**config.mk**
```make
export PLATFORM = sky130hd
export DESIGN_NAME = triangle_index_to_edge_lines_flat
export DESIGN_NICKNAME = d
export VERILOG_FILES = /design/src/rtl/tiel_pkg.sv /design/src/rtl/tiel_vertex_if.sv /design/src/rtl/tiel_line_if.sv /design/src/rtl/tiel_assembler.sv /design/src/rtl/tiel_emitter.sv /design/src/rtl/triangle_index_to_edge_lines.sv /design/src/flat_wrapper.sv
export VERILOG_INCLUDE_DIRS = /design/src /design/src/rtl
export SDC_FILE = /design/constraint.sdc
export NUM_CORES = 1
export LEC_CHECK = 0
export ABC_AREA = 1
export BUFFER_PORTS_ARGS = -buffer_cell sky130_fd_sc_hd__buf_2
export CAP_MARGIN = 20
export CORE_ASPECT_RATIO = 1.4
export CORE_MARGIN = 1
export CORE_UTILIZATION = 55
export DETAILED_ROUTE_END_ITERATION = 10
export GPL_TIMING_DRIVEN = 0
export PLACE_DENSITY = 0.72
export SLEW_MARGIN = 20
export SYNTH_ARGS = -nofsm -noshare
export SYNTH_HDL_FRONTEND = slang
export SYNTH_HIERARCHICAL = 1
export SYNTH_SLANG_ARGS = --single-unit
```
**constraint.sdc**
```tcl
create_clock -name clk -period 8.07 [get_ports clk]
set_clock_uncertainty 0.15 [all_clocks]
set_input_delay 1.614 -clock clk [delete_from_list [all_inputs] [get_ports clk]]
set_output_delay 1.614 -clock clk [all_outputs]
set_load 0.03 [all_outputs]
```
**src/rtl/triangle_index_to_edge_lines_macros.svh**
```systemverilog
// assertion macros shared by the triangle index to edge lines rtl
// no dependencies; included by modules that carry assertions
`ifndef TRIANGLE_INDEX_TO_EDGE_LINES_MACROS_SVH
`define TRIANGLE_INDEX_TO_EDGE_LINES_MACROS_SVH

// same-cycle implication, disabled during reset
`define TIEL_ASSERT_IMPL(lbl, clk, rst_n, ante, cons) \
    lbl: assert property (@(posedge clk) disable iff (!rst_n) (ante) |-> (cons)) \
        else $error("tiel assertion failed");

// next-cycle implication, disabled during reset
`define TIEL_ASSERT_NEXT(lbl, clk, rst_n, ante, cons) \
    lbl: assert property (@(posedge clk) disable iff (!rst_n) (ante) |=> (cons)) \
        else $error("tiel assertion failed");

`endif

```
**src/rtl/tiel_pkg.sv**
```systemverilog
// shared types, constants and helper functions for the triangle edge lines block
// no dependencies
`timescale 1ns / 1ps

package tiel_pkg;

    // port field width and default index width
    localparam int FIELD_W         = 32;
    localparam int INDEX_WIDTH_DEF = 32;

    // beats per triangle: a, b, b, c, c, a
    localparam int TRI_BEATS = 6;
    localparam int STEP_W    = $clog2(TRI_BEATS);

    // position tracking
    localparam int           PHASE_W   = 4;
    localparam logic [3:0]   PHASE_TOP = 4'd11;
    localparam int           WARM_W    = 3;
    localparam logic [2:0]   WARM_MAX  = 3'd7;

    // connectivity selector
    typedef enum logic [2:0] {
        MODE_LIST       = 3'd0,
        MODE_STRIP      = 3'd1,
        MODE_FAN        = 3'd2,
        MODE_ADJ_LIST   = 3'd3,
        MODE_ADJ_STRIP  = 3'd4,
        MODE_LINES      = 3'd5,
        MODE_DROP       = 3'd6
    } mode_t;

    // job hand-off from assembler to emitter
    typedef struct packed {
        logic load;
        logic pass;
    } job_ctrl_t;

    // position modulo six, phase is always below twelve
    function automatic logic [2:0] phase_mod6(input logic [3:0] ph);
        logic [3:0] r;
        r = (ph >= 4'd6) ? ph - 4'd6 : ph;
        return r[2:0];
    endfunction

    // position modulo three
    function automatic logic [1:0] phase_mod3(input logic [3:0] ph);
        logic [2:0] m;
        m = phase_mod6(ph);
        m = (m >= 3'd3) ? m - 3'd3 : m;
        return m[1:0];
    endfunction

endpackage

```
**src/rtl/tiel_vertex_if.sv**
```systemverilog
// vertex index stream channel: valid, ready, index and buffer start flag
// depends on tiel_pkg
`timescale 1ns / 1ps

interface tiel_vertex_if;
    logic                           valid;
    logic                           ready;
    logic [tiel_pkg::FIELD_W-1:0]   vertex_index;
    logic                           buffer_start;

    modport source (output valid, output vertex_index, output buffer_start, input ready);
    modport sink   (input valid, input vertex_index, input buffer_start, output ready);
endinterface

```
**src/rtl/tiel_line_if.sv**
```systemverilog
// line index stream channel: valid, ready, endpoint index and run last flag
// depends on tiel_pkg
`timescale 1ns / 1ps

interface tiel_line_if;
    logic                           valid;
    logic                           ready;
    logic [tiel_pkg::FIELD_W-1:0]   line_index;
    logic                           run_last;

    modport source (output valid, output line_index, output run_last, input ready);
    modport sink   (input valid, input line_index, input run_last, output ready);
endinterface

```
**src/rtl/tiel_assembler.sv**
```systemverilog
// input register, mode register and triangle assembly state; hands at most one job per item
// depends on tiel_pkg, tiel_vertex_if and the macros header
`timescale 1ns / 1ps
`include "triangle_index_to_edge_lines_macros.svh"

module tiel_assembler #(
    parameter int INDEX_WIDTH = tiel_pkg::INDEX_WIDTH_DEF
) (
    input  logic                        clk,
    input  logic                        rst_n,
    input  logic                        cfg_we,
    input  logic [2:0]                  cfg_wdata,
    tiel_vertex_if.sink                 vertices,
    input  logic                        emit_free,
    output tiel_pkg::job_ctrl_t         job,
    output logic [INDEX_WIDTH-1:0]      job_a,
    output logic [INDEX_WIDTH-1:0]      job_b,
    output logic [INDEX_WIDTH-1:0]      job_c
);

    localparam int PW = tiel_pkg::PHASE_W;
    localparam int WW = tiel_pkg::WARM_W;

    // input register
    logic                       in_valid_reg;
    logic [INDEX_WIDTH-1:0]     in_vidx_reg;
    logic                       in_start_reg;

    // assembly state
    tiel_pkg::mode_t            mode_reg;
    logic [INDEX_WIDTH-1:0]     hist_reg [3];
    logic [INDEX_WIDTH-1:0]     hist_next [3];
    logic [INDEX_WIDTH-1:0]     anchor_reg;
    logic [INDEX_WIDTH-1:0]     anchor_next;
    logic [PW-1:0]              phase_reg;
    logic [PW-1:0]              phase_next;
    logic [WW-1:0]              warm_reg;
    logic [WW-1:0]              warm_next;

    logic                       take;
    logic [PW-1:0]              ph;
    logic [WW-1:0]              w;
    logic [INDEX_WIDTH-1:0]     v;
    logic                       emit;

    // an item moves on when the emitter can take its job
    assign take           = in_valid_reg && emit_free;
    assign vertices.ready = !in_valid_reg || emit_free;

    // input register
    always_ff @(posedge clk or negedge rst_n)
    begin
        if (!rst_n)
        begin
            in_valid_reg <= 1'b0;
        end
        else if (vertices.ready)
        begin
            in_valid_reg <= vertices.valid;
        end
    end

    always_ff @(posedge clk)
    begin
        if (vertices.valid && vertices.ready)
        begin
            in_vidx_reg  <= vertices.vertex_index[INDEX_WIDTH-1:0];
            in_start_reg <= vertices.buffer_start;
        end
    end

    // mode register
    always_ff @(posedge clk or negedge rst_n)
    begin
        if (!rst_n)
        begin
            mode_reg <= tiel_pkg::MODE_LIST;
        end
        else if (cfg_we)
        begin
            mode_reg <= tiel_pkg::mode_t'(cfg_wdata);
        end
    end

    // assembly logic for the item in the input register
    always_comb
    begin
        v         = in_vidx_reg;
        ph        = in_start_reg ? '0 : phase_reg;
        w         = in_start_reg ? '0 : warm_reg;
        hist_next = hist_reg;
        anchor_next = (w == '0) ? v : anchor_reg;
        emit      = 1'b0;
        job.pass  = 1'b0;
        job_a     = hist_reg[0];
        job_b     = hist_reg[1];
        job_c     = v;

        case (mode_reg)
            tiel_pkg::MODE_LIST:
            begin
                case (tiel_pkg::phase_mod3(ph))
                    2'd0:    hist_next[0] = v;
                    2'd1:    hist_next[1] = v;
                    default: emit = 1'b1;
                endcase
            end
            tiel_pkg::MODE_STRIP:
            begin
                emit = (w >= WW'(2));
                if (ph[0])
                begin
                    job_a = hist_reg[1];
                    job_b = hist_reg[0];
                end
                hist_next[0] = hist_reg[1];
                hist_next[1] = v;
            end
            tiel_pkg::MODE_FAN:
            begin
                emit         = (w >= WW'(2));
                job_a        = anchor_next;
                hist_next[1] = v;
            end
            tiel_pkg::MODE_ADJ_LIST:
            begin
                job_c = hist_reg[2];
                case (tiel_pkg::phase_mod6(ph))
                    3'd0:    hist_next[0] = v;
                    3'd2:    hist_next[1] = v;
                    3'd4:    hist_next[2] = v;
                    3'd5:    emit = 1'b1;
                    default: ;
                endcase
            end
            tiel_pkg::MODE_ADJ_STRIP:
            begin
                job_c = hist_reg[2];
                if (!ph[0])
                begin
                    hist_next[0] = hist_reg[1];
                    hist_next[1] = hist_reg[2];
                    hist_next[2] = v;
                end
                else
                begin
                    emit = (w >= WW'(5));
                    if (ph[1])
                    begin
                        job_a = hist_reg[1];
                        job_b = hist_reg[0];
                    end
                end
            end
            tiel_pkg::MODE_LINES:
            begin
                emit     = 1'b1;
                job.pass = 1'b1;
                job_a    = v;
            end
            default: ;
        endcase

        job.load   = take && emit;
        phase_next = (ph == tiel_pkg::PHASE_TOP) ? '0 : ph + PW'(1);
        warm_next  = (w == tiel_pkg::WARM_MAX) ? w : w + WW'(1);
    end

    // state update on each consumed item
    always_ff @(posedge clk or negedge rst_n)
    begin
        if (!rst_n)
        begin
            hist_reg[0] <= '0;
            hist_reg[1] <= '0;
            hist_reg[2] <= '0;
            anchor_reg  <= '0;
            phase_reg   <= '0;
            warm_reg    <= '0;
        end
        else if (take)
        begin
            hist_reg   <= hist_next;
            anchor_reg <= anchor_next;
            phase_reg  <= phase_next;
            warm_reg   <= warm_next;
        end
    end

    // checks
    `TIEL_ASSERT_IMPL(a_phase_range, clk, rst_n, 1'b1, phase_reg <= tiel_pkg::PHASE_TOP)
    `TIEL_ASSERT_IMPL(a_load_needs_item, clk, rst_n, job.load, in_valid_reg && emit_free)
    `TIEL_ASSERT_NEXT(a_warm_saturates, clk, rst_n,
        take && !in_start_reg && warm_reg == tiel_pkg::WARM_MAX,
        warm_reg == tiel_pkg::WARM_MAX)

endmodule

```
**src/rtl/tiel_emitter.sv**
```systemverilog
// result register and beat sequencer: six beats per triangle, one per passthrough
// depends on tiel_pkg, tiel_line_if and the macros header
`timescale 1ns / 1ps
`include "triangle_index_to_edge_lines_macros.svh"

module tiel_emitter #(
    parameter int INDEX_WIDTH = tiel_pkg::INDEX_WIDTH_DEF
) (
    input  logic                        clk,
    input  logic                        rst_n,
    input  tiel_pkg::job_ctrl_t         job,
    input  logic [INDEX_WIDTH-1:0]      job_a,
    input  logic [INDEX_WIDTH-1:0]      job_b,
    input  logic [INDEX_WIDTH-1:0]      job_c,
    tiel_line_if.source                 lines,
    output logic                        emit_free
);

    localparam int                        FW        = tiel_pkg::FIELD_W;
    localparam int                        SW        = tiel_pkg::STEP_W;
    localparam logic [SW-1:0]             LAST_STEP = SW'(tiel_pkg::TRI_BEATS - 1);

    logic                       valid_reg;
    logic                       pass_reg;
    logic [SW-1:0]              step_reg;
    logic [INDEX_WIDTH-1:0]     a_reg;
    logic [INDEX_WIDTH-1:0]     b_reg;
    logic [INDEX_WIDTH-1:0]     c_reg;
    logic [INDEX_WIDTH-1:0]     sel;
    logic                       beat;
    logic                       last;

    assign last      = pass_reg || (step_reg == LAST_STEP);
    assign beat      = valid_reg && lines.ready;
    assign emit_free = !valid_reg || (beat && last);

    // endpoint order a, b, b, c, c, a
    always_comb
    begin
        case (step_reg)
            3'd1, 3'd2: sel = b_reg;
            3'd3, 3'd4: sel = c_reg;
            default:    sel = a_reg;
        endcase
    end

    assign lines.valid      = valid_reg;
    assign lines.line_index = FW'(sel);
    assign lines.run_last   = last;

    // job control and step counter
    always_ff @(posedge clk or negedge rst_n)
    begin
        if (!rst_n)
        begin
            valid_reg <= 1'b0;
            pass_reg  <= 1'b0;
            step_reg  <= '0;
        end
        else if (job.load)
        begin
            valid_reg <= 1'b1;
            pass_reg  <= job.pass;
            step_reg  <= '0;
        end
        else if (beat)
        begin
            valid_reg <= !last;
            step_reg  <= step_reg + SW'(1);
        end
    end

    // job payload
    always_ff @(posedge clk)
    begin
        if (job.load)
        begin
            a_reg <= job_a;
            b_reg <= job_b;
            c_reg <= job_c;
        end
    end

    // checks
    `TIEL_ASSERT_IMPL(a_load_when_free, clk, rst_n, job.load, emit_free)
    `TIEL_ASSERT_IMPL(a_step_range, clk, rst_n, valid_reg, step_reg <= LAST_STEP)
    `TIEL_ASSERT_NEXT(a_done_drops_valid, clk, rst_n,
        beat && last && !job.load, !valid_reg)

endmodule

```
**src/rtl/triangle_index_to_edge_lines.sv**
```systemverilog
// Triangle index stream to wireframe edge lines. Each accepted vertex index is
// held in an input register, then assembled combinationally against the selected
// connectivity; a completed triangle (a, b, c) is loaded into the result register
// and leaves as six line endpoints a, b, b, c, c, a, one beat per cycle while
// lines.ready is high, run_last on the sixth; the emitter's step counter sets the
// order. A passthrough index leaves as a single beat with run_last, and an index
// that completes nothing is consumed without a beat once the emitter is free.
// One new index is taken into the input register while the previous job is still
// draining. An accepted index passes the input register and the result register
// before lines.valid rises. assembly_mode is written through cfg_we/cfg_wdata;
// the user must do so only while idle, as the block itself does not enforce it.
// depends on tiel_pkg, tiel_vertex_if, tiel_line_if, tiel_assembler, tiel_emitter
`timescale 1ns / 1ps

module triangle_index_to_edge_lines #(
    parameter int INDEX_WIDTH = tiel_pkg::INDEX_WIDTH_DEF
) (
    input  logic            clk,
    input  logic            rst_n,
    input  logic            cfg_we,
    input  logic [2:0]      cfg_wdata,
    tiel_vertex_if.sink     vertices,
    tiel_line_if.source     lines
);

    tiel_pkg::job_ctrl_t        job;
    logic [INDEX_WIDTH-1:0]     job_a;
    logic [INDEX_WIDTH-1:0]     job_b;
    logic [INDEX_WIDTH-1:0]     job_c;
    logic                       emit_free;

    // triangle assembly
    tiel_assembler #(
        .INDEX_WIDTH (INDEX_WIDTH)
    ) u_assembler (
        .clk       (clk),
        .rst_n     (rst_n),
        .cfg_we    (cfg_we),
        .cfg_wdata (cfg_wdata),
        .vertices  (vertices),
        .emit_free (emit_free),
        .job       (job),
        .job_a     (job_a),
        .job_b     (job_b),
        .job_c     (job_c)
    );

    // edge beat output
    tiel_emitter #(
        .INDEX_WIDTH (INDEX_WIDTH)
    ) u_emitter (
        .clk       (clk),
        .rst_n     (rst_n),
        .job       (job),
        .job_a     (job_a),
        .job_b     (job_b),
        .job_c     (job_c),
        .lines     (lines),
        .emit_free (emit_free)
    );

endmodule

```
**src/flat_wrapper.sv**
```systemverilog
// flat-port wrapper written by rule: the top's interface ports become plain ports
module triangle_index_to_edge_lines_flat 
#(
    parameter int INDEX_WIDTH = tiel_pkg::INDEX_WIDTH_DEF
)
  (clk, rst_n, cfg_we, cfg_wdata, vertices_valid, vertices_vertex_index, vertices_buffer_start, vertices_ready, lines_valid, lines_line_index, lines_run_last, lines_ready);
  tiel_vertex_if vertices_i ();
  tiel_line_if lines_i ();
  input  logic clk;
  input  logic rst_n;
  input  logic cfg_we;
  input  logic [2:0] cfg_wdata;
  input wire logic [$bits(vertices_i.valid)-1:0] vertices_valid;
  input wire logic [$bits(vertices_i.vertex_index)-1:0] vertices_vertex_index;
  input wire logic [$bits(vertices_i.buffer_start)-1:0] vertices_buffer_start;
  output wire logic [$bits(vertices_i.ready)-1:0] vertices_ready;
  output wire logic [$bits(lines_i.valid)-1:0] lines_valid;
  output wire logic [$bits(lines_i.line_index)-1:0] lines_line_index;
  output wire logic [$bits(lines_i.run_last)-1:0] lines_run_last;
  input wire logic [$bits(lines_i.ready)-1:0] lines_ready;
  assign vertices_i.valid = vertices_valid;
  assign vertices_i.vertex_index = vertices_vertex_index;
  assign vertices_i.buffer_start = vertices_buffer_start;
  assign vertices_ready = vertices_i.ready;
  assign lines_valid = lines_i.valid;
  assign lines_line_index = lines_i.line_index;
  assign lines_run_last = lines_i.run_last;
  assign lines_i.ready = lines_ready;
  triangle_index_to_edge_lines #(.INDEX_WIDTH(INDEX_WIDTH)) u_core (.clk(clk), .rst_n(rst_n), .cfg_we(cfg_we), .cfg_wdata(cfg_wdata), .vertices(vertices_i), .lines(lines_i));
endmodule
```
==> run metrics <==
outcome=complete, no violations; Mapped Cells=1456; Max-slew headroom=0.317; Worst path top cell family by delay=buffers and inverters; Main synth FF type=dfrtp_1; total iterations of the first detailed-routing run=8; Tcrit/Tclk final=0.568; crit path capture=u_core/u_emitter/c_reg[2]; aggregate global routing overflow=0; average cell area after synthesis=approximately 9.2 µm²; Worst path max stage delay=810 ps; Crit-path slowest cell=a31oi_4; TritonCTS Buffers=27; CTS Root Cell=clkbuf_16; flops & latches, synth=about 270; startpoint types=primary input; clock buffer depth=3; # nets final=approximately 1600; Final Hold Fails=0; DP HPWL=roughly 28 mm; global-route wire length before repair=64.7 mm; cell count along the critical path=9; Slew @ Worst Pin=1020 ps; diode count=0; Seq/Total Area, Yosys=0.559; CTS tree=yes; Via density=6.21; peak supply drop=291 µV; Fillers=1985; commonest non-fill, non-tap cells in the layout=425 x nand2_1, 145 x o21ai_0, 144 x dfrtp_1; Fin Setup TNS=0 ps; top-area cell type share of the netlist area=0.289; Max Clock Freq=about 220 MHz; IO buf count=75; commonest non-fill, non-tap cell in the layout=nand2_1; worst flop-to-flop path endpoint=u_core/u_emitter/c_reg[2]; starting density of the core=0.560; WL final=around 43 mm; asr flop ratio synth=0.527; YS warnings=6; Worst-path clk slew=70 ps; max-slew violation count=0; critical path, cell by cell=buf_2 > nand2_1 > o21ai_0 > nand2_1 > clkbuf_1 > clkbuf_1 > a31oi_4 > buf_16 > buf_16; WHS=roughly 340 ps; Die ar.=25000 µm²; area leader, netlist=edfxtp_1; die height=187 µm; Power Density=423 nW/µm²; Worst Setup Path Type=primary input to flip-flop; Crit path buffers/inverters=5; post-CTS setup buffer count=0; final setup violation count=0; Area contributors post-synth=edfxtp_1 29%, dfrtp_1 27%, nand2_1 12%, o21ai_0 5.4%, nand3_1 5.1%; number of synthesized flops with an enable pin=between 100 and 150; CTS Hold Bufs=0; Worst EP arrival=between 4000 and 5000 ps; die width=134 µm; max cap viols=0; FP Rows=67; minimum clock period=4590 ps; post-route ant nets=0; unrepaired setup endpoints after global routing=false; area grow syn2layout=13.7%; detailed-route wire length per cell=22.9 µm; gpl congestion=0.948; Remaining DRCs=0; Post-Synth Simple-Gate Area=0.219; initial DRC count=1682; max reg flops=96; Synth Cell Area=13400 µm²; Adder-Cell Fraction of Synth Area=0.0122; Synth Area in XOR/XNOR=0.000655; Hold Path Class=flip-flop to flip-flop; post-CTS sizing=0; CP Capture Type=flip-flop; Critical R2R Launch=u_core/u_emitter/step_reg[1]; share of cells above drive strength 1=0.141; largest family of logic cells by synthesized area=simple AND/OR/NAND/NOR gates; Synthesized Nets=1510; largest net degree at the start of global routing=77; leakage power figure=0.00673 µW; clk sinks=273; critical path peak fanout=24; multiplexer area fraction after synthesis=0.0539; gr usage total=0.348; CP startpoint=lines_ready; total power=6440 µW; CTS H-tree depth=1; vias=11778; antenna violations before repair=0; Unique masters post-synth=31; later-pin clock latency in the skew report=550 ps; I/O pins=76; CP required=8160 ps; R2R Setup Slk=4050 ps; Core Box Area=23900 µm²; Compound-Gate Fraction of Synth Area=0.0957; vias in the first global route=between 10000 and 15000; number of cells on the worst reg-to-reg path=10
## worst reg2reg max path, cell delays in order (launching register included)
cell	delay, ps
dfrtp_1	400
inv_1	110
ha_1	170
a21oi_1	80
o21ai_0	300
nand2_1	350
clkbuf_1	390
clkbuf_1	520
a31oi_4	810
buf_16	240
buf_16	200
## report_power, final
| group | switching (µW) | total [µW] | internal, µW |
|---|---|---|---|
| Combinational | 2060 | 2900 | 833 |
| Clock | 539 | 1230 | 688 |
| Sequential | 315 | 2320 | 2000 |
| Total | 2920 | 6440 | 3520 |
## final cells by class
class / count / area [µm²] / share of cell area
Tap cell: 310 / 388 / 0.0255
Clock inverter: 12 / 93.8 / 0.00617
Clock buffer: 38 / 758 / 0.0498
Multi-Input combinational cell: 991 / 5140 / 0.338
Sequential cell: 273 / 7480 / 0.491
Buffer: 96 / 434 / 0.0285
Inverter: 96 / 360 / 0.0237
Timing Repair Buffer: 82 / 566 / 0.0372
## through the flow
stage | setup WS (ps) | instances | cell area (µm²) | utilization
after floorplan | 1630 | 1456 | 13400 | -
after global placement | -895 | 1841 | 14200 | 0.592
after detailed placement | 3000 | 1848 | 14400 | 0.601
after CTS | 3550 | 1898 | 15200 | 0.637
after global routing | 3350 | 1898 | 15200 | 0.637
final | 3480 | 1898 | 15200 | 0.637
## layer usage
metal | share of wire | up-vias | wire [µm] | global-route usage
met2 | 0.47 | 800 | 20400 | 0.559
met3 | 0.12 | 182 | 5110 | 0.0744
met4 | 0.056 | 0 | 2420 | 0.190
met5 | 0 | - | 0 | 0
li1 | - | 5220 | - | -
met1 | 0.36 | 5576 | 15400 | 0.436
## synthesized netlist by cell type (all sizes together), types with 38 or more instances
cell type  count
edfxtp       129
inv           96
nor2          51
a21oi         42
buf           38
nand4         65
o21ai        147
mux2          64
clkbuf        58
nand3        137
dfrtp        144
nand2        431
## worst min path at each step
| stage | start | to | slack, ps | cells past startpoint |
|---|---|---|---|---|
| after floorplan | u_core/u_emitter/pass_reg | u_core/u_emitter/pass_reg | 290 | 2 |
| after global placement | u_core/u_emitter/pass_reg | u_core/u_emitter/pass_reg | 310 | 2 |
| after detailed placement | u_core/u_assembler/anchor_reg[7] | u_core/u_assembler/anchor_reg[7] | 320 | 2 |
| after CTS | u_core/u_assembler/anchor_reg[7] | u_core/u_assembler/anchor_reg[7] | 340 | 2 |
| after global routing | u_core/u_emitter/pass_reg | u_core/u_emitter/pass_reg | 350 | 2 |
| final | u_core/u_assembler/anchor_reg[7] | u_core/u_assembler/anchor_reg[7] | 340 | 2 |
## cell families (layout without fill, tap and decap cells)
group,after synthesis,in the layout
flip-flops,273,273
adder cells (fa/ha/maj),13,13
multiplexers,64,64
XOR/XNOR,1,1
AO/OA/AOI/OAI,227,227
AND/OR/NAND/NOR,686,686
buffers and inverters,192,324
(Power assumes the default switching activity.)
